### src/rtl/core/ut2a_pkg.sv
// Shared types, constants and symbol lookup for the typography-to-ASCII unit.
// Used by the controller, the datapath and the top level; no dependencies.
`default_nettype none
package ut2a_pkg;

   localparam int BLANK_MAX = 16;
   localparam int BLANK_CW = $clog2(BLANK_MAX + 1);
   localparam int BLANK_IW = $clog2(BLANK_MAX);
   localparam int QUEUE_DEPTH = 32;
   localparam int QUEUE_AW = $clog2(QUEUE_DEPTH);
   localparam int QUEUE_CW = $clog2(QUEUE_DEPTH + 1);

   localparam int GRP_DASH = 0;
   localparam int GRP_QUOTE = 1;
   localparam int GRP_ELLIP = 2;
   localparam int GRP_SPACE = 3;
   localparam int GRP_BULLET = 4;
   localparam int GRP_ARROW = 5;
   localparam int GRP_BOX = 6;
   localparam int GRP_MATH = 7;
   localparam int GRP_LIG = 8;
   localparam int GRP_MARK = 9;
   localparam int GRP_LEGAL = 10;
   localparam int GRP_FULL = 11;
   localparam int GRP_UPDOWN = 12;
   localparam int GRP_BLOCK = 13;
   localparam int GRP_SUPER = 14;

   localparam logic [1:0] CSR_GROUP_ENABLE = 2'd0;
   localparam logic [1:0] CSR_BYTE_BEFORE = 2'd1;
   localparam logic [1:0] CSR_BYTE_AFTER = 2'd2;

   localparam logic [14:0] GROUP_ENABLE_RST = 15'd511;
   localparam logic [7:0] EDGE_BYTE_RST = 8'h0A;
   localparam logic [20:0] CP_EM_DASH = 21'h02014;
   localparam logic [20:0] CP_FULL_LO = 21'h0FF01;
   localparam logic [20:0] CP_FULL_HI = 21'h0FF5E;
   localparam logic [20:0] CP_FULL_OFS = 21'h0FEE0;

   typedef enum logic [4:0] {
      OP_NONE, OP_LATCH, OP_APPEND, OP_START, OP_TK_CP_B, OP_TK_RAW_B, OP_TK_SEQ,
      OP_TK_PEND, OP_RUN_LEAD, OP_RUN_DASH, OP_RUN_TAIL, OP_BLANK_PUSH, OP_DASH_START,
      OP_FLUSH_ONE, OP_LOAD_TEXT, OP_EMIT_TEXT, OP_MARK, OP_RD, OP_SHOW, OP_POP, OP_CLEAR
   } op_type;

   typedef enum logic [4:0] {
      ST_IDLE, ST_PRE, ST_FLUSH, ST_MAIN, ST_FIN, ST_TK, ST_RUN_LEAD, ST_RUN_DASH,
      ST_RUN_TAIL, ST_CLASS, ST_TK_BL, ST_TEXT, ST_CHECK, ST_EOR_BL, ST_MARK,
      ST_DRAIN, ST_SHOW, ST_WAIT
   } state_type;

   typedef struct packed {
      op_type op;
      logic   use_after;
   } cmd_type;

   typedef struct packed {
      logic dcnt_nz;
      logic is_cont;
      logic b_lt80;
      logic b_lead;
      logic seq_full;
      logic seq_valid;
      logic in_run;
      logic tk_blank;
      logic tk_emdash;
      logic dash_on;
      logic blank_nz;
      logic text_more;
      logic eor;
      logic drain_more;
      logic rsp_done;
   } sts_type;

   typedef struct packed {
      logic        hit;
      logic [2:0]  len;
      logic [31:0] txt;
   } map_res_type;

   function automatic logic is_edge(input logic [7:0] b);
      return b == 8'h0A || b == 8'h0D || b == 8'h20 || b == 8'h09;
   endfunction

   function automatic logic [2:0] seq_len(input logic [7:0] lead);
      return lead < 8'hE0 ? 3'd2 : (lead < 8'hF0 ? 3'd3 : 3'd4);
   endfunction

   function automatic map_res_type sym(input logic on, input logic [2:0] len,
                                       input logic [31:0] s);
      map_res_type r;
      r.hit = on;
      r.len = len;
      r.txt = s;
      return r;
   endfunction

   function automatic logic [7:0] box_text(input logic [6:0] off);
      logic [7:0] c;
      c = "+";
      if (off <= 7'h0B) c = off[1] ? "|" : "-";
      else if (off >= 7'h4C && off <= 7'h4F) c = (off <= 7'h4D) ? "-" : "|";
      else if (off == 7'h50) c = "-";
      else if (off == 7'h51) c = "|";
      else if (off == 7'h71) c = "/";
      else if (off == 7'h72) c = "\\";
      else if (off == 7'h73) c = "X";
      else if (off >= 7'h74) c = off[0] ? "|" : "-";
      return c;
   endfunction

   // Text is right-justified: the first character sits in byte len-1.
   function automatic map_res_type map_sym(input logic [20:0] cp, input logic [14:0] gen);
      map_res_type r;
      r = '0;
      case (cp) inside
         [21'h2500:21'h257F]: r = sym(gen[GRP_BOX], 3'd1, {24'd0, box_text(cp[6:0])});
         [21'h2580:21'h259F]: r = sym(gen[GRP_BLOCK], 3'd1, "#");
         [21'h2000:21'h200A]: r = sym(gen[GRP_SPACE], 3'd1, " ");
         [21'h200B:21'h200F], [21'h202A:21'h202E], [21'h2066:21'h2069],
         21'h00AD, 21'h2060, 21'hFEFF: r = sym(gen[GRP_SPACE], 3'd0, 32'd0);
         [21'h25B6:21'h25BB]: r = sym(gen[GRP_ARROW], 3'd1, ">");
         [21'h25C0:21'h25C5]: r = sym(gen[GRP_ARROW], 3'd1, "<");
         [21'h25B2:21'h25B5]: r = sym(gen[GRP_ARROW], 3'd1, "^");
         [21'h25BC:21'h25BF]: r = sym(gen[GRP_ARROW], 3'd1, "v");
         21'h2011, 21'h2012, 21'h2013, 21'h2015, 21'h2212, 21'hFF0D:
            r = sym(gen[GRP_DASH], 3'd1, "-");
         21'h2018, 21'h2019, 21'h201A, 21'h201B, 21'h2039, 21'h203A, 21'h02BC, 21'h2032:
            r = sym(gen[GRP_QUOTE], 3'd1, "'");
         21'h201C, 21'h201D, 21'h201E, 21'h201F, 21'h00AB, 21'h00BB, 21'h2033:
            r = sym(gen[GRP_QUOTE], 3'd1, "\"");
         21'h2026: r = sym(gen[GRP_ELLIP], 3'd3, "...");
         21'h00A0, 21'h202F, 21'h205F: r = sym(gen[GRP_SPACE], 3'd1, " ");
         21'h2022, 21'h2023, 21'h2043, 21'h25E6, 21'h25AA, 21'h25CF, 21'h00B7:
            r = sym(gen[GRP_BULLET], 3'd1, "-");
         21'h2192, 21'h27F6: r = sym(gen[GRP_ARROW], 3'd2, "->");
         21'h2190, 21'h27F5: r = sym(gen[GRP_ARROW], 3'd2, "<-");
         21'h2194, 21'h27F7: r = sym(gen[GRP_ARROW], 3'd3, "<->");
         21'h21D2, 21'h27F9: r = sym(gen[GRP_ARROW], 3'd2, "=>");
         21'h21D0, 21'h27F8: r = sym(gen[GRP_ARROW], 3'd2, "<=");
         21'h21D4, 21'h27FA: r = sym(gen[GRP_ARROW], 3'd3, "<=>");
         21'h2264: r = sym(gen[GRP_MATH], 3'd2, "<=");
         21'h2265: r = sym(gen[GRP_MATH], 3'd2, ">=");
         21'h2260: r = sym(gen[GRP_MATH], 3'd2, "!=");
         21'h2248: r = sym(gen[GRP_MATH], 3'd1, "~");
         21'h00D7: r = sym(gen[GRP_MATH], 3'd1, "x");
         21'h00F7, 21'h2044: r = sym(gen[GRP_MATH], 3'd1, "/");
         21'h00B1: r = sym(gen[GRP_MATH], 3'd3, "+/-");
         21'h2219, 21'h22C5: r = sym(gen[GRP_MATH], 3'd1, "*");
         21'h00BC: r = sym(gen[GRP_MATH], 3'd3, "1/4");
         21'h00BD: r = sym(gen[GRP_MATH], 3'd3, "1/2");
         21'h00BE: r = sym(gen[GRP_MATH], 3'd3, "3/4");
         21'h2150: r = sym(gen[GRP_MATH], 3'd3, "1/7");
         21'h2151: r = sym(gen[GRP_MATH], 3'd3, "1/9");
         21'h2152: r = sym(gen[GRP_MATH], 3'd4, "1/10");
         21'h2153: r = sym(gen[GRP_MATH], 3'd3, "1/3");
         21'h2154: r = sym(gen[GRP_MATH], 3'd3, "2/3");
         21'h2155: r = sym(gen[GRP_MATH], 3'd3, "1/5");
         21'h2156: r = sym(gen[GRP_MATH], 3'd3, "2/5");
         21'h2157: r = sym(gen[GRP_MATH], 3'd3, "3/5");
         21'h2158: r = sym(gen[GRP_MATH], 3'd3, "4/5");
         21'h2159: r = sym(gen[GRP_MATH], 3'd3, "1/6");
         21'h215A: r = sym(gen[GRP_MATH], 3'd3, "5/6");
         21'h215B: r = sym(gen[GRP_MATH], 3'd3, "1/8");
         21'h215C: r = sym(gen[GRP_MATH], 3'd3, "3/8");
         21'h215D: r = sym(gen[GRP_MATH], 3'd3, "5/8");
         21'h215E: r = sym(gen[GRP_MATH], 3'd3, "7/8");
         21'h2713, 21'h2714, 21'h2705: r = sym(gen[GRP_MARK], 3'd3, "[x]");
         21'h2717, 21'h2718, 21'h274C: r = sym(gen[GRP_MARK], 3'd1, "x");
         21'h2605, 21'h2606: r = sym(gen[GRP_MARK], 3'd1, "*");
         21'h2122: r = sym(gen[GRP_LEGAL], 3'd4, "(TM)");
         21'h2120: r = sym(gen[GRP_LEGAL], 3'd4, "(SM)");
         21'h00A9: r = sym(gen[GRP_LEGAL], 3'd3, "(c)");
         21'h00AE: r = sym(gen[GRP_LEGAL], 3'd3, "(R)");
         21'h3000: r = sym(gen[GRP_FULL], 3'd1, " ");
         21'h2191, 21'h21D1: r = sym(gen[GRP_UPDOWN], 3'd1, "^");
         21'h2193, 21'h21D3: r = sym(gen[GRP_UPDOWN], 3'd1, "v");
         21'h00B9: r = sym(gen[GRP_SUPER], 3'd1, "1");
         21'h00B2: r = sym(gen[GRP_SUPER], 3'd1, "2");
         21'h00B3: r = sym(gen[GRP_SUPER], 3'd1, "3");
         21'h2070: r = sym(gen[GRP_SUPER], 3'd1, "0");
         21'h2074: r = sym(gen[GRP_SUPER], 3'd1, "4");
         21'h2075: r = sym(gen[GRP_SUPER], 3'd1, "5");
         21'h2076: r = sym(gen[GRP_SUPER], 3'd1, "6");
         21'h2077: r = sym(gen[GRP_SUPER], 3'd1, "7");
         21'h2078: r = sym(gen[GRP_SUPER], 3'd1, "8");
         21'h2079: r = sym(gen[GRP_SUPER], 3'd1, "9");
         21'hFB00: r = sym(gen[GRP_LIG], 3'd2, "ff");
         21'hFB01: r = sym(gen[GRP_LIG], 3'd2, "fi");
         21'hFB02: r = sym(gen[GRP_LIG], 3'd2, "fl");
         21'hFB03: r = sym(gen[GRP_LIG], 3'd3, "ffi");
         21'hFB04: r = sym(gen[GRP_LIG], 3'd3, "ffl");
         default: r = '0;
      endcase
      return r;
   endfunction

endpackage
`default_nettype wire

### src/rtl/core/ut2a_ctrl.sv
// Controller state machine of the typography-to-ASCII unit.
// Sequences decode, token handling, flushing and result drain; uses ut2a_pkg.
`default_nettype none
module ut2a_ctrl (
   input  wire logic            clock,
   input  wire logic            reset,
   input  wire logic            req_tvalid,
   output logic                 req_tready,
   input  wire ut2a_pkg::sts_type sts,
   output ut2a_pkg::cmd_type    cmd
);
   ut2a_pkg::state_type state_ff, state_in;
   logic flush_ret_ff, flush_ret_in;   // 0: main decode, 1: end check
   logic tok_flush_ff, tok_flush_in;   // token came from a raw flush
   logic tail_ff, tail_in;             // end-of-range tail in progress
   ut2a_pkg::state_type tok_done;

   always_ff @(posedge clock) begin
      if (reset) begin
         state_ff <= ut2a_pkg::ST_IDLE;
         flush_ret_ff <= 1'b0;
         tok_flush_ff <= 1'b0;
         tail_ff <= 1'b0;
      end else begin
         state_ff <= state_in;
         flush_ret_ff <= flush_ret_in;
         tok_flush_ff <= tok_flush_in;
         tail_ff <= tail_in;
      end
   end

   always_comb begin
      state_in = state_ff;
      flush_ret_in = flush_ret_ff;
      tok_flush_in = tok_flush_ff;
      tail_in = tail_ff;
      cmd.op = ut2a_pkg::OP_NONE;
      cmd.use_after = tail_ff;
      req_tready = 1'b0;
      tok_done = tok_flush_ff ? ut2a_pkg::ST_FLUSH : ut2a_pkg::ST_CHECK;
      case (state_ff)
         ut2a_pkg::ST_IDLE: begin
            req_tready = 1'b1;
            if (req_tvalid) begin
               cmd.op = ut2a_pkg::OP_LATCH;
               tail_in = 1'b0;
               state_in = ut2a_pkg::ST_PRE;
            end
         end
         ut2a_pkg::ST_PRE: begin
            if (sts.dcnt_nz && !sts.is_cont) begin
               flush_ret_in = 1'b0;
               state_in = ut2a_pkg::ST_FLUSH;
            end else begin
               state_in = ut2a_pkg::ST_MAIN;
            end
         end
         ut2a_pkg::ST_FLUSH: begin
            if (sts.dcnt_nz) begin
               cmd.op = ut2a_pkg::OP_TK_PEND;
               tok_flush_in = 1'b1;
               state_in = ut2a_pkg::ST_TK;
            end else begin
               state_in = flush_ret_ff ? ut2a_pkg::ST_CHECK : ut2a_pkg::ST_MAIN;
            end
         end
         ut2a_pkg::ST_MAIN: begin
            tok_flush_in = 1'b0;
            if (sts.dcnt_nz) begin
               cmd.op = ut2a_pkg::OP_APPEND;
               state_in = ut2a_pkg::ST_FIN;
            end else if (sts.b_lt80) begin
               cmd.op = ut2a_pkg::OP_TK_CP_B;
               state_in = ut2a_pkg::ST_TK;
            end else if (sts.b_lead) begin
               cmd.op = ut2a_pkg::OP_START;
               state_in = ut2a_pkg::ST_CHECK;
            end else begin
               cmd.op = ut2a_pkg::OP_TK_RAW_B;
               state_in = ut2a_pkg::ST_TK;
            end
         end
         ut2a_pkg::ST_FIN: begin
            if (!sts.seq_full) begin
               state_in = ut2a_pkg::ST_CHECK;
            end else if (sts.seq_valid) begin
               cmd.op = ut2a_pkg::OP_TK_SEQ;
               state_in = ut2a_pkg::ST_TK;
            end else begin
               flush_ret_in = 1'b1;
               state_in = ut2a_pkg::ST_FLUSH;
            end
         end
         ut2a_pkg::ST_TK: begin
            if (sts.in_run) begin
               if (sts.tk_blank || sts.tk_emdash) state_in = tok_done;
               else state_in = ut2a_pkg::ST_RUN_LEAD;
            end else begin
               state_in = ut2a_pkg::ST_CLASS;
            end
         end
         ut2a_pkg::ST_RUN_LEAD: begin
            cmd.op = ut2a_pkg::OP_RUN_LEAD;
            state_in = ut2a_pkg::ST_RUN_DASH;
         end
         ut2a_pkg::ST_RUN_DASH: begin
            cmd.op = ut2a_pkg::OP_RUN_DASH;
            state_in = ut2a_pkg::ST_RUN_TAIL;
         end
         ut2a_pkg::ST_RUN_TAIL: begin
            cmd.op = ut2a_pkg::OP_RUN_TAIL;
            state_in = tail_ff ? ut2a_pkg::ST_EOR_BL : ut2a_pkg::ST_CLASS;
         end
         ut2a_pkg::ST_CLASS: begin
            if (sts.tk_blank) begin
               cmd.op = ut2a_pkg::OP_BLANK_PUSH;
               state_in = tok_done;
            end else if (sts.tk_emdash && sts.dash_on) begin
               cmd.op = ut2a_pkg::OP_DASH_START;
               state_in = tok_done;
            end else begin
               state_in = ut2a_pkg::ST_TK_BL;
            end
         end
         ut2a_pkg::ST_TK_BL: begin
            if (sts.blank_nz) begin
               cmd.op = ut2a_pkg::OP_FLUSH_ONE;
            end else begin
               cmd.op = ut2a_pkg::OP_LOAD_TEXT;
               state_in = ut2a_pkg::ST_TEXT;
            end
         end
         ut2a_pkg::ST_TEXT: begin
            if (sts.text_more) cmd.op = ut2a_pkg::OP_EMIT_TEXT;
            else state_in = tok_done;
         end
         ut2a_pkg::ST_CHECK: begin
            if (!sts.eor) begin
               state_in = ut2a_pkg::ST_DRAIN;
            end else if (sts.dcnt_nz) begin
               flush_ret_in = 1'b1;
               tok_flush_in = 1'b1;
               state_in = ut2a_pkg::ST_FLUSH;
            end else begin
               tail_in = 1'b1;
               state_in = sts.in_run ? ut2a_pkg::ST_RUN_LEAD : ut2a_pkg::ST_EOR_BL;
            end
         end
         ut2a_pkg::ST_EOR_BL: begin
            if (sts.blank_nz) cmd.op = ut2a_pkg::OP_FLUSH_ONE;
            else state_in = ut2a_pkg::ST_MARK;
         end
         ut2a_pkg::ST_MARK: begin
            cmd.op = ut2a_pkg::OP_MARK;
            state_in = ut2a_pkg::ST_DRAIN;
         end
         ut2a_pkg::ST_DRAIN: begin
            if (sts.drain_more) begin
               cmd.op = ut2a_pkg::OP_RD;
               state_in = ut2a_pkg::ST_SHOW;
            end else begin
               cmd.op = ut2a_pkg::OP_CLEAR;
               state_in = ut2a_pkg::ST_IDLE;
            end
         end
         ut2a_pkg::ST_SHOW: begin
            cmd.op = ut2a_pkg::OP_SHOW;
            state_in = ut2a_pkg::ST_WAIT;
         end
         ut2a_pkg::ST_WAIT: begin
            if (sts.rsp_done) begin
               cmd.op = ut2a_pkg::OP_POP;
               state_in = ut2a_pkg::ST_DRAIN;
            end
         end
         default: state_in = ut2a_pkg::ST_IDLE;
      endcase
   end
endmodule
`default_nettype wire

### src/rtl/core/ut2a_dpath.sv
// Datapath of the typography-to-ASCII unit: decoder, blank buffer, dash run,
// counters, result queue and output register. Uses ut2a_pkg.
`default_nettype none
module ut2a_dpath (
   input  wire logic              clock,
   input  wire logic              reset,
   input  wire ut2a_pkg::cmd_type cmd,
   output ut2a_pkg::sts_type      sts,
   input  wire logic [7:0]        in_byte,
   input  wire logic              in_eor,
   input  wire logic              csr_we,
   input  wire logic [1:0]        csr_index,
   input  wire logic [14:0]       csr_data,
   input  wire logic              rsp_ready,
   output logic                   rsp_valid,
   output logic [7:0]             rsp_byte,
   output logic                   rsp_has,
   output logic                   rsp_last,
   output logic [15:0]            rsp_total
);
   localparam int BCW = ut2a_pkg::BLANK_CW;
   localparam int BIW = ut2a_pkg::BLANK_IW;
   localparam int QAW = ut2a_pkg::QUEUE_AW;
   localparam int QCW = ut2a_pkg::QUEUE_CW;

   logic [14:0] gen_ff, gen_in;
   logic [7:0]  bbr_ff, bbr_in, bar_ff, bar_in;
   logic [7:0]  byte_ff, byte_in;
   logic        eor_ff, eor_in;
   logic [31:0] dbytes_ff, dbytes_in;
   logic [2:0]  dcnt_ff, dcnt_in;
   logic        tk_is_cp_ff, tk_is_cp_in;
   logic [20:0] tk_cp_ff, tk_cp_in;
   logic [31:0] tk_raw_ff, tk_raw_in;
   logic [2:0]  tk_n_ff, tk_n_in;
   logic [ut2a_pkg::BLANK_MAX-1:0] flags_ff, flags_in;
   logic [BCW-1:0] bcnt_ff, bcnt_in;
   logic [7:0]  bbb_ff, bbb_in;
   logic        run_ff, run_in, lead_ff, lead_in;
   logic [15:0] count_ff, count_in;
   logic [31:0] txt_ff, txt_in;
   logic [2:0]  txt_len_ff, txt_len_in, txt_idx_ff, txt_idx_in;
   logic [QCW-1:0] wcnt_ff, wcnt_in, rptr_ff, rptr_in;
   logic        rsp_valid_ff, rsp_valid_in, rsp_has_ff, rsp_has_in, rsp_last_ff, rsp_last_in;
   logic [7:0]  rsp_byte_ff, rsp_byte_in;
   logic [8:0]  q_mem [ut2a_pkg::QUEUE_DEPTH];
   logic [8:0]  q_rdata_ff;
   logic        emit_en, q_we;
   logic [8:0]  emit_data;

   // sequence decode
   logic [20:0] seq_cp, seq_min;
   logic        seq_valid;
   ut2a_pkg::map_res_type map_r;
   logic [ut2a_pkg::BLANK_MAX-1:0] sh;
   logic [BCW-1:0] c;
   logic [2:0]  k, nm1;
   logic [7:0]  old_blank, after_b;

   always_comb begin
      case (dcnt_ff)
         3'd2: begin
            seq_cp = {10'd0, dbytes_ff[4:0], dbytes_ff[13:8]};
            seq_min = 21'h00080;
         end
         3'd3: begin
            seq_cp = {5'd0, dbytes_ff[3:0], dbytes_ff[13:8], dbytes_ff[21:16]};
            seq_min = 21'h00800;
         end
         default: begin
            seq_cp = {dbytes_ff[2:0], dbytes_ff[13:8], dbytes_ff[21:16], dbytes_ff[29:24]};
            seq_min = 21'h10000;
         end
      endcase
      seq_valid = seq_cp >= seq_min && seq_cp < 21'h110000 &&
                  !(seq_cp >= 21'h0D800 && seq_cp <= 21'h0DFFF);
   end

   assign map_r = ut2a_pkg::map_sym(tk_cp_ff, gen_ff);
   assign old_blank = flags_ff[0] ? 8'h09 : 8'h20;

   always_comb begin
      sts.dcnt_nz = dcnt_ff != 3'd0;
      sts.is_cont = byte_ff[7:6] == 2'b10;
      sts.b_lt80 = byte_ff < 8'h80;
      sts.b_lead = byte_ff >= 8'hC0 && byte_ff <= 8'hF7;
      sts.seq_full = dcnt_ff >= ut2a_pkg::seq_len(dbytes_ff[7:0]);
      sts.seq_valid = seq_valid;
      sts.in_run = run_ff;
      sts.tk_blank = tk_is_cp_ff && (tk_cp_ff == 21'h20 || tk_cp_ff == 21'h09);
      sts.tk_emdash = tk_is_cp_ff && tk_cp_ff == ut2a_pkg::CP_EM_DASH;
      sts.dash_on = gen_ff[ut2a_pkg::GRP_DASH];
      sts.blank_nz = bcnt_ff != '0;
      sts.text_more = txt_idx_ff < txt_len_ff;
      sts.eor = eor_ff;
      sts.drain_more = rptr_ff != wcnt_ff;
      sts.rsp_done = rsp_valid_ff && rsp_ready;
   end

   always_comb begin
      gen_in = gen_ff; bbr_in = bbr_ff; bar_in = bar_ff;
      byte_in = byte_ff; eor_in = eor_ff;
      dbytes_in = dbytes_ff; dcnt_in = dcnt_ff;
      tk_is_cp_in = tk_is_cp_ff; tk_cp_in = tk_cp_ff; tk_raw_in = tk_raw_ff; tk_n_in = tk_n_ff;
      flags_in = flags_ff; bcnt_in = bcnt_ff; bbb_in = bbb_ff;
      run_in = run_ff; lead_in = lead_ff; count_in = count_ff;
      txt_in = txt_ff; txt_len_in = txt_len_ff; txt_idx_in = txt_idx_ff;
      wcnt_in = wcnt_ff; rptr_in = rptr_ff;
      rsp_valid_in = rsp_valid_ff && !rsp_ready;
      rsp_byte_in = rsp_byte_ff; rsp_has_in = rsp_has_ff; rsp_last_in = rsp_last_ff;
      emit_en = 1'b0;
      emit_data = 9'd0;
      sh = flags_ff;
      c = bcnt_ff;
      k = 3'd0;
      nm1 = tk_n_ff - 3'd1;
      after_b = cmd.use_after ? bar_ff : tk_raw_ff[7:0];

      case (cmd.op)
         ut2a_pkg::OP_LATCH: begin
            byte_in = in_byte;
            eor_in = in_eor;
         end
         ut2a_pkg::OP_APPEND: begin
            dbytes_in[{dcnt_ff[1:0], 3'b000} +: 8] = byte_ff;
            dcnt_in = dcnt_ff + 3'd1;
         end
         ut2a_pkg::OP_START: begin
            dbytes_in = {24'd0, byte_ff};
            dcnt_in = 3'd1;
         end
         ut2a_pkg::OP_TK_CP_B, ut2a_pkg::OP_TK_RAW_B: begin
            tk_is_cp_in = cmd.op == ut2a_pkg::OP_TK_CP_B;
            tk_cp_in = {13'd0, byte_ff};
            tk_raw_in = {24'd0, byte_ff};
            tk_n_in = 3'd1;
         end
         ut2a_pkg::OP_TK_SEQ: begin
            tk_is_cp_in = 1'b1;
            tk_cp_in = seq_cp;
            tk_raw_in = dbytes_ff;
            tk_n_in = dcnt_ff;
            dbytes_in = 32'd0;
            dcnt_in = 3'd0;
         end
         ut2a_pkg::OP_TK_PEND: begin
            tk_is_cp_in = 1'b0;
            tk_cp_in = 21'd0;
            tk_raw_in = {24'd0, dbytes_ff[7:0]};
            tk_n_in = 3'd1;
            dbytes_in = dbytes_ff >> 8;
            dcnt_in = dcnt_ff - 3'd1;
         end
         ut2a_pkg::OP_RUN_LEAD: begin
            emit_en = lead_ff;
            emit_data = {1'b1, 8'h20};
         end
         ut2a_pkg::OP_RUN_DASH: begin
            emit_en = 1'b1;
            emit_data = {1'b1, 8'h2D};
         end
         ut2a_pkg::OP_RUN_TAIL: begin
            emit_en = !ut2a_pkg::is_edge(after_b);
            emit_data = {1'b1, 8'h20};
            run_in = 1'b0;
         end
         ut2a_pkg::OP_BLANK_PUSH: begin
            // full buffer: the oldest blank goes out and becomes the byte ahead
            if (bcnt_ff >= BCW'(ut2a_pkg::BLANK_MAX)) begin
               emit_en = 1'b1;
               emit_data = {1'b1, old_blank};
               bbb_in = old_blank;
               sh = flags_ff >> 1;
               c = bcnt_ff - BCW'(1);
            end
            sh[c[BIW-1:0]] = tk_cp_ff == 21'h09;
            flags_in = sh;
            bcnt_in = c + BCW'(1);
         end
         ut2a_pkg::OP_DASH_START: begin
            lead_in = !ut2a_pkg::is_edge(bbb_ff);
            flags_in = '0;
            bcnt_in = '0;
            run_in = 1'b1;
            if (count_ff != 16'hFFFF) count_in = count_ff + 16'd1;
         end
         ut2a_pkg::OP_FLUSH_ONE: begin
            emit_en = 1'b1;
            emit_data = {1'b1, old_blank};
            flags_in = flags_ff >> 1;
            bcnt_in = bcnt_ff - BCW'(1);
         end
         ut2a_pkg::OP_LOAD_TEXT: begin
            txt_idx_in = 3'd0;
            bbb_in = tk_raw_ff[{nm1[1:0], 3'b000} +: 8];
            if (tk_is_cp_ff && map_r.hit) begin
               txt_in = 32'd0;
               // put the first character in the low byte
               for (int i = 0; i < 4; i++) begin
                  k = map_r.len - 3'(i) - 3'd1;
                  if (3'(i) < map_r.len) txt_in[8*i +: 8] = map_r.txt[{k[1:0], 3'b000} +: 8];
               end
               txt_len_in = map_r.len;
               if (count_ff != 16'hFFFF) count_in = count_ff + 16'd1;
            end else if (tk_is_cp_ff && tk_cp_ff >= ut2a_pkg::CP_FULL_LO &&
                         tk_cp_ff <= ut2a_pkg::CP_FULL_HI && gen_ff[ut2a_pkg::GRP_FULL]) begin
               txt_in = {24'd0, 8'(tk_cp_ff - ut2a_pkg::CP_FULL_OFS)};
               txt_len_in = 3'd1;
               if (count_ff != 16'hFFFF) count_in = count_ff + 16'd1;
            end else begin
               txt_in = tk_raw_ff;
               txt_len_in = tk_n_ff;
            end
         end
         ut2a_pkg::OP_EMIT_TEXT: begin
            emit_en = 1'b1;
            emit_data = {1'b1, txt_ff[{txt_idx_ff[1:0], 3'b000} +: 8]};
            txt_idx_in = txt_idx_ff + 3'd1;
         end
         ut2a_pkg::OP_MARK: begin
            emit_en = wcnt_ff == '0;
            emit_data = 9'd0;
         end
         ut2a_pkg::OP_SHOW: begin
            rsp_valid_in = 1'b1;
            rsp_byte_in = q_rdata_ff[7:0];
            rsp_has_in = q_rdata_ff[8];
            rsp_last_in = eor_ff && (rptr_ff + QCW'(1)) == wcnt_ff;
         end
         ut2a_pkg::OP_POP: rptr_in = rptr_ff + QCW'(1);
         ut2a_pkg::OP_CLEAR: begin
            wcnt_in = '0;
            rptr_in = '0;
            if (eor_ff) begin
               dbytes_in = 32'd0;
               dcnt_in = 3'd0;
               flags_in = '0;
               bcnt_in = '0;
               bbb_in = bbr_ff;
               run_in = 1'b0;
               lead_in = 1'b0;
               count_in = 16'd0;
            end
         end
         default: ;
      endcase

      q_we = emit_en && wcnt_ff < QCW'(ut2a_pkg::QUEUE_DEPTH);
      if (q_we) wcnt_in = wcnt_ff + QCW'(1);

      if (csr_we) begin
         case (csr_index)
            ut2a_pkg::CSR_GROUP_ENABLE: gen_in = csr_data;
            ut2a_pkg::CSR_BYTE_BEFORE: begin
               bbr_in = csr_data[7:0];
               bbb_in = csr_data[7:0];
            end
            ut2a_pkg::CSR_BYTE_AFTER: bar_in = csr_data[7:0];
            default: ;
         endcase
      end
   end

   always_ff @(posedge clock) begin
      if (reset) begin
         gen_ff <= ut2a_pkg::GROUP_ENABLE_RST;
         bbr_ff <= ut2a_pkg::EDGE_BYTE_RST;
         bar_ff <= ut2a_pkg::EDGE_BYTE_RST;
         bbb_ff <= ut2a_pkg::EDGE_BYTE_RST;
         eor_ff <= 1'b0;
         dbytes_ff <= 32'd0;
         dcnt_ff <= 3'd0;
         flags_ff <= '0;
         bcnt_ff <= '0;
         run_ff <= 1'b0;
         lead_ff <= 1'b0;
         count_ff <= 16'd0;
         txt_len_ff <= 3'd0;
         txt_idx_ff <= 3'd0;
         wcnt_ff <= '0;
         rptr_ff <= '0;
         rsp_valid_ff <= 1'b0;
         tk_is_cp_ff <= 1'b0;
         tk_n_ff <= 3'd1;
      end else begin
         gen_ff <= gen_in;
         bbr_ff <= bbr_in;
         bar_ff <= bar_in;
         bbb_ff <= bbb_in;
         eor_ff <= eor_in;
         dbytes_ff <= dbytes_in;
         dcnt_ff <= dcnt_in;
         flags_ff <= flags_in;
         bcnt_ff <= bcnt_in;
         run_ff <= run_in;
         lead_ff <= lead_in;
         count_ff <= count_in;
         txt_len_ff <= txt_len_in;
         txt_idx_ff <= txt_idx_in;
         wcnt_ff <= wcnt_in;
         rptr_ff <= rptr_in;
         rsp_valid_ff <= rsp_valid_in;
         tk_is_cp_ff <= tk_is_cp_in;
         tk_n_ff <= tk_n_in;
      end
   end

   always_ff @(posedge clock) begin
      byte_ff <= byte_in;
      tk_cp_ff <= tk_cp_in;
      tk_raw_ff <= tk_raw_in;
      txt_ff <= txt_in;
      rsp_byte_ff <= rsp_byte_in;
      rsp_has_ff <= rsp_has_in;
      rsp_last_ff <= rsp_last_in;
   end

   always_ff @(posedge clock) begin
      if (q_we) q_mem[wcnt_ff[QAW-1:0]] <= emit_data;
   end

   always_ff @(posedge clock) begin
      if (cmd.op == ut2a_pkg::OP_RD) q_rdata_ff <= q_mem[rptr_ff[QAW-1:0]];
   end

   assign rsp_valid = rsp_valid_ff;
   assign rsp_byte = rsp_byte_ff;
   assign rsp_has = rsp_has_ff;
   assign rsp_last = rsp_last_ff;
   assign rsp_total = count_ff;
endmodule
`default_nettype wire

### src/rtl/core/unicode_typography_to_ascii_unit.sv
// Top level of the typography-to-ASCII unit: ports, controller and datapath.
// Depends on ut2a_pkg, ut2a_ctrl and ut2a_dpath.
//
//   channel | direction | payload
//   req_    | in        | tdata[7:0] in_byte, tlast end_of_range
//   rsp_    | out       | tdata[7:0] out_byte, [23:8] replaced_total;
//           |           | tuser has_byte, tlast last_out
//   csr_    | in        | index 0..2, data[14:0]
//
// One input word at a time: the unit takes and decodes a byte, handles each token,
// writes its bytes into the 32-entry result queue, then sends each result word out
// of the queue through a registered read and the output register, waiting while
// rsp_tready is low. req_tready is high only while idle. Reset is synchronous and
// restores the register defaults.
`default_nettype none
module unicode_typography_to_ascii_unit (
   input  wire logic        clock,
   input  wire logic        reset,
   input  wire logic        req_tvalid,
   output logic             req_tready,
   input  wire logic [7:0]  req_tdata,   // [7:0] in_byte
   input  wire logic        req_tlast,
   output logic             rsp_tvalid,
   input  wire logic        rsp_tready,
   output logic [23:0]      rsp_tdata,   // [7:0] out_byte, [23:8] replaced_total
   output logic             rsp_tuser,   // [0] has_byte
   output logic             rsp_tlast,
   input  wire logic        csr_valid,
   output logic             csr_ready,
   input  wire logic [1:0]  csr_index,
   input  wire logic [14:0] csr_data
);
   ut2a_pkg::cmd_type cmd;
   ut2a_pkg::sts_type sts;
   logic [7:0]  out_byte;
   logic [15:0] total;

   assign csr_ready = 1'b1;

   ut2a_ctrl u_ctrl (
      .clock      (clock),
      .reset      (reset),
      .req_tvalid (req_tvalid),
      .req_tready (req_tready),
      .sts        (sts),
      .cmd        (cmd)
   );

   ut2a_dpath u_dpath (
      .clock     (clock),
      .reset     (reset),
      .cmd       (cmd),
      .sts       (sts),
      .in_byte   (req_tdata),
      .in_eor    (req_tlast),
      .csr_we    (csr_valid),
      .csr_index (csr_index),
      .csr_data  (csr_data),
      .rsp_ready (rsp_tready),
      .rsp_valid (rsp_tvalid),
      .rsp_byte  (out_byte),
      .rsp_has   (rsp_tuser),
      .rsp_last  (rsp_tlast),
      .rsp_total (total)
   );

   assign rsp_tdata = {total, out_byte};
endmodule
`default_nettype wire

### config.mk
export PLATFORM = sky130hd
export DESIGN_NAME = unicode_typography_to_ascii_unit
export DESIGN_NICKNAME = d
export VERILOG_FILES = /design/src/rtl/core/ut2a_pkg.sv /design/src/rtl/core/ut2a_ctrl.sv /design/src/rtl/core/ut2a_dpath.sv /design/src/rtl/core/unicode_typography_to_ascii_unit.sv
export SDC_FILE = /design/constraint.sdc
export NUM_CORES = 1
export LEC_CHECK = 0
export BUFFER_PORTS_ARGS = -buffer_cell sky130_fd_sc_hd__buf_4
export CORE_ASPECT_RATIO = 2
export CORE_MARGIN = 4
export CORE_UTILIZATION = 60
export CTS_CLUSTER_SIZE = 12
export DETAILED_ROUTE_END_ITERATION = 10
export MAX_ROUTING_LAYER = met4
export PLACE_DENSITY = 0.88
export SETUP_SLACK_MARGIN = 0.2
export SYNTH_ARGS = -nofsm -noshare
export SYNTH_HDL_FRONTEND = slang
export SYNTH_HIERARCHICAL = 1
export SYNTH_SLANG_ARGS = --single-unit
### constraint.sdc
create_clock -name clock -period 11.7 [get_ports clock]
set_input_delay 0.585 -clock clock [delete_from_list [all_inputs] [get_ports clock]]
set_output_delay 0.585 -clock clock [all_outputs]
set_load 0.02 [all_outputs]
==> metrics.json <==
{
  "status": "complete, but fails checks",
  "timing.max_slew.rel_slack_pct": -9.50,
  "finalHoldViolations": 0,
  "timing.critical_path.buf_inv": 4,
  "finalCriticalPeriod_ns": 8.60,
  "yosys-top-cells-area": "edfxtp_1 (41%), dfxtp_1 (9.8%), mux4_2 (8.1%), nor2_1 (3.6%), nand2_1 (3.1%)",
  "via_count": 26200,
  "design.final.nets": 2759,
  "share_of_synthesized_cell_area_in_and_or_nand_and_nor_gates_pct": 18.5,
  "post_synth_xor_area_fraction_pct": 1.07,
  "pin_count": 60,
  "timing.max_cap.violations": 2,
  "synth_sequential_area_ratio_pct": 50.5,
  "syn-instance-count": 2719,
  "final.period_utilization_pct": 73.5,
  "placeable_core_region_mm2": 0.0485,
  "detailed_placer_s_ending_hpwl_um": 83400,
  "drcViolationCount": 0,
  "failed_checks": "capacitance limit, slew limit",
  "detailed_router_iteration_count_before_antenna_repair": 8,
  "drt_iter0_drc": 4460,
  "fp.dieArea_mm2": 0.0530,
  "cts_hold_repair.buffers": 0,
  "place_area_mm2": 0.0304,
  "maximum_fanout_encountered_on_the_critical_timing_path": 19,
  "power_per_cell_area_mw_per_mm2": 128,
  "post_synth_mux_area_share_pct": 9.44,
  "unrepaired_setup_endpoints_after_global_routing": "no",
  "synth-warning-count": 6,
  "synth.cell_area_mm2": 0.0295,
  "std_cell_rows": 114,
  "via_count_of_the_first_global_routing_pass": 25600,
  "maxSlewViolCount": 7,
  "hp-class": "in2reg",
  "combinational_family_with_the_most_area_after_synthesis": "simple AND/OR/NAND/NOR gates",
  "synth_top_cells_by_count": "edfxtp_1 (400), nor2_1 (284), nand2_1 (244)",
  "required_time_of_the_critical_path_ns": 11.94,
  "cts_buffers": 53,
  "fmaxAchievable_mhz": 116,
  "cts_resized": 0,
  "rrSetupSlack_ns": 3.10,
  "setup-tns-final_ns": 0,
  "fp.dieH_um": 322,
  "ys_async_sr_fraction_pct": 0,
  "yosys.area.top_type": "edfxtp_1",
  "port_buffers": 58,
  "yosys_register_bits": 545,
  "final_antenna_net_count": 0,
  "r2r.worst_path.cells": 29,
  "criticalPathCategory": "reg2reg",
  "post_route_cells_drive_above_1_share_pct": 13.7,
  "clock_path_buffers": 3,
  "die-width_um": 165,
  "worstMarginPinSlew_ns": 1.63,
  "number_of_enable_type_register_cells_in_the_synthesized_netlist": 400,
  "routed_wire_length_per_instance_um": 35.1,
  "grt_overflow_total": 0,
  "grt_antenna_before_repair": 7,
  "timing.critical_path.max_delay_family": "simple AND/OR/NAND/NOR gates",
  "ys_types": 117,
  "cts_root_buf": "clkbuf_16",
  "postCtsSetupBuffers": 0,
  "vdd_drop_max_uv": 164,
  "grt_start_max_net_pins": 89,
  "gp_routability_congestion": 1.16,
  "critical_path.endpoint_type": "flip-flop",
  "ys.flop_type": "edfxtp_1",
  "timing.critical_path.slowest_cell_delay_ns": 0.89,
  "worst_hold_path.endpoint": "u_dpath/byte_ff[7]$_DFFE_PN_",
  "power.total_mw": 4.10,
  "worst_path_most_repeated_cell": "nor2_1",
  "setup_viol": 0,
  "timing.rr.start": "u_dpath/dcnt_ff[0]$_SDFFE_PP0P_",
  "start_util_pct": 60.9,
  "cts.reportedPaths.clkPinSlew_ns": 0.07,
  "grt_use_total_pct": 45.9,
  "syn_nets": 2781,
  "synth-adder-area-share_pct": 1.37,
  "postSynthAreaPerCell_um2": 10.9,
  "synthMostInstantiatedCell": "edfxtp_1",
  "viasPerCell": 7.74,
  "whs_path_depth": 1,
  "fin_skew_ns": 0.0528,
  "p_leak_nw": 11.1,
  "clock_insertion_delay_at_the_later_pin_of_the_skew_report_ns": 0.63,
  "timing.rr.end": "u_dpath/q_mem[3][1]$_DFFE_PP_",
  "start_kind": "flip-flop",
  "hp-start": "req_tdata[7]",
  "crit_path_top_delay_cell": "nor2_1",
  "route.final.wire_length_um": 119000,
  "grt_pass1_wl_um": 172000,
  "arrival_ns": 8.84,
  "cts_max_level": 2,
  "complex_gate_fraction_of_the_synthesized_area_pct": 15.5,
  "synthToLayoutAreaGrowth_pct": 8.66,
  "tritoncts_clock_tree": "yes",
  "clkSinkCount": 545,
  "fin_area_mm2": 0.0321,
  "netlist.area_leader.share_pct": 40.7
}
-- cell usage in the layout (no fill, tap or decap), drive strengths merged, types with 10 or more instances in the layout --
master	count
dfxtp	145
ha	30
mux4	106
a31oi	24
and3	51
nand4	42
xnor2	16
nand3	82
nand3b	13
a21oi	152
a22o	13
o211a	17
xor2	20
a211o	17
edfxtp	400
nand2b	31
buf	117
mux2i	24
a2111oi	12
a22oi	45
o21ai	128
o31ai	13
or4	26
nor2b	31
clkbuf	92
or3	26
nor4	54
mux2	14
or2	15
nor2	285
inv	52
o211ai	38
a211oi	49
nor3	67
o22ai	20
nand2	244
a221oi	10
and2	25
-- power by group --
part | switching, mW | internal, mW | total (mW)
Combinational | 0.219 | 0.0904 | 0.309
Sequential | 0.0489 | 2.09 | 2.14
Clock | 0.752 | 0.899 | 1.65
-- kinds of logic after synthesis --
kind of cell,after synthesis
multiplexers,144
other,1
AO/OA/AOI/OAI,659
adder cells (fa/ha/maj),32
buffers and inverters,246
flip-flops,545
AND/OR/NAND/NOR,1056
XOR/XNOR,36
-- cell type report --
type                    count  area, µm²
fillers                  3543      16400
flip-flops and latches    545      14900
multi-input cells        1928      13600
clock buffers              92       1500
repair buffers            117        878
well taps                 638        798
inverters                  52        195
clock inverters             7        121
diodes                      6       15.0
-- how the worst max path moves through the flow --
stage	from	end	slack [ns]	depth (start not counted)
floorplan	u_dpath/dcnt_ff[0]$_SDFFE_PP0P_	u_dpath/q_mem[11][0]$_DFFE_PP_	5.50	30
finish	u_dpath/dcnt_ff[0]$_SDFFE_PP0P_	u_dpath/q_mem[3][1]$_DFFE_PP_	3.10	29
detailed placement	u_dpath/dcnt_ff[0]$_SDFFE_PP0P_	u_dpath/q_mem[2][5]$_DFFE_PP_	3.45	29
global route	u_dpath/dcnt_ff[0]$_SDFFE_PP0P_	u_dpath/q_mem[3][1]$_DFFE_PP_	2.78	29
global placement	u_dpath/dcnt_ff[0]$_SDFFE_PP0P_	u_dpath/q_mem[5][2]$_DFFE_PP_	3.80	29
CTS	u_dpath/dcnt_ff[0]$_SDFFE_PP0P_	u_dpath/q_mem[3][1]$_DFFE_PP_	3.29	29
-- layer usage --
layer | GRT usage [%] | up-vias | routed length (µm)
met4 | 43.6 | 0 | 16200
met2 | 71.7 | 2526 | 55600
met1 | 45.7 | 12200 | 33600
met3 | 11.7 | 955 | 13300
li1 | - | 10500 | -
met5 | - | - | 0
-- flip-flops by register name (all words and copies together), names as in the netlist, 9 cells and up --
name	flops
u_dpath/q_mem	288
u_dpath/q_rdata_ff	9
u_dpath/dbytes_ff	32
u_dpath/tk_cp_ff	21
u_dpath/txt_ff	32
u_dpath/flags_ff	16
u_dpath/rsp_total	16
u_dpath/tk_raw_ff	32
u_dpath/gen_ff	15
-- stage by stage --
step                hold slack, ns  setup slack, ns  util [%]  std cells
global route                 0.130             2.78      66.1       3384
global placement             0.403             3.80      62.7       3280
CTS                          0.113             3.29      66.1       3379
floorplan                    0.400             5.50         -       2719
detailed placement           0.406             3.45      62.7       3280
finish                       0.128             3.10      66.1       3385
No activity file was read; power rests on OpenSTA's default activity.
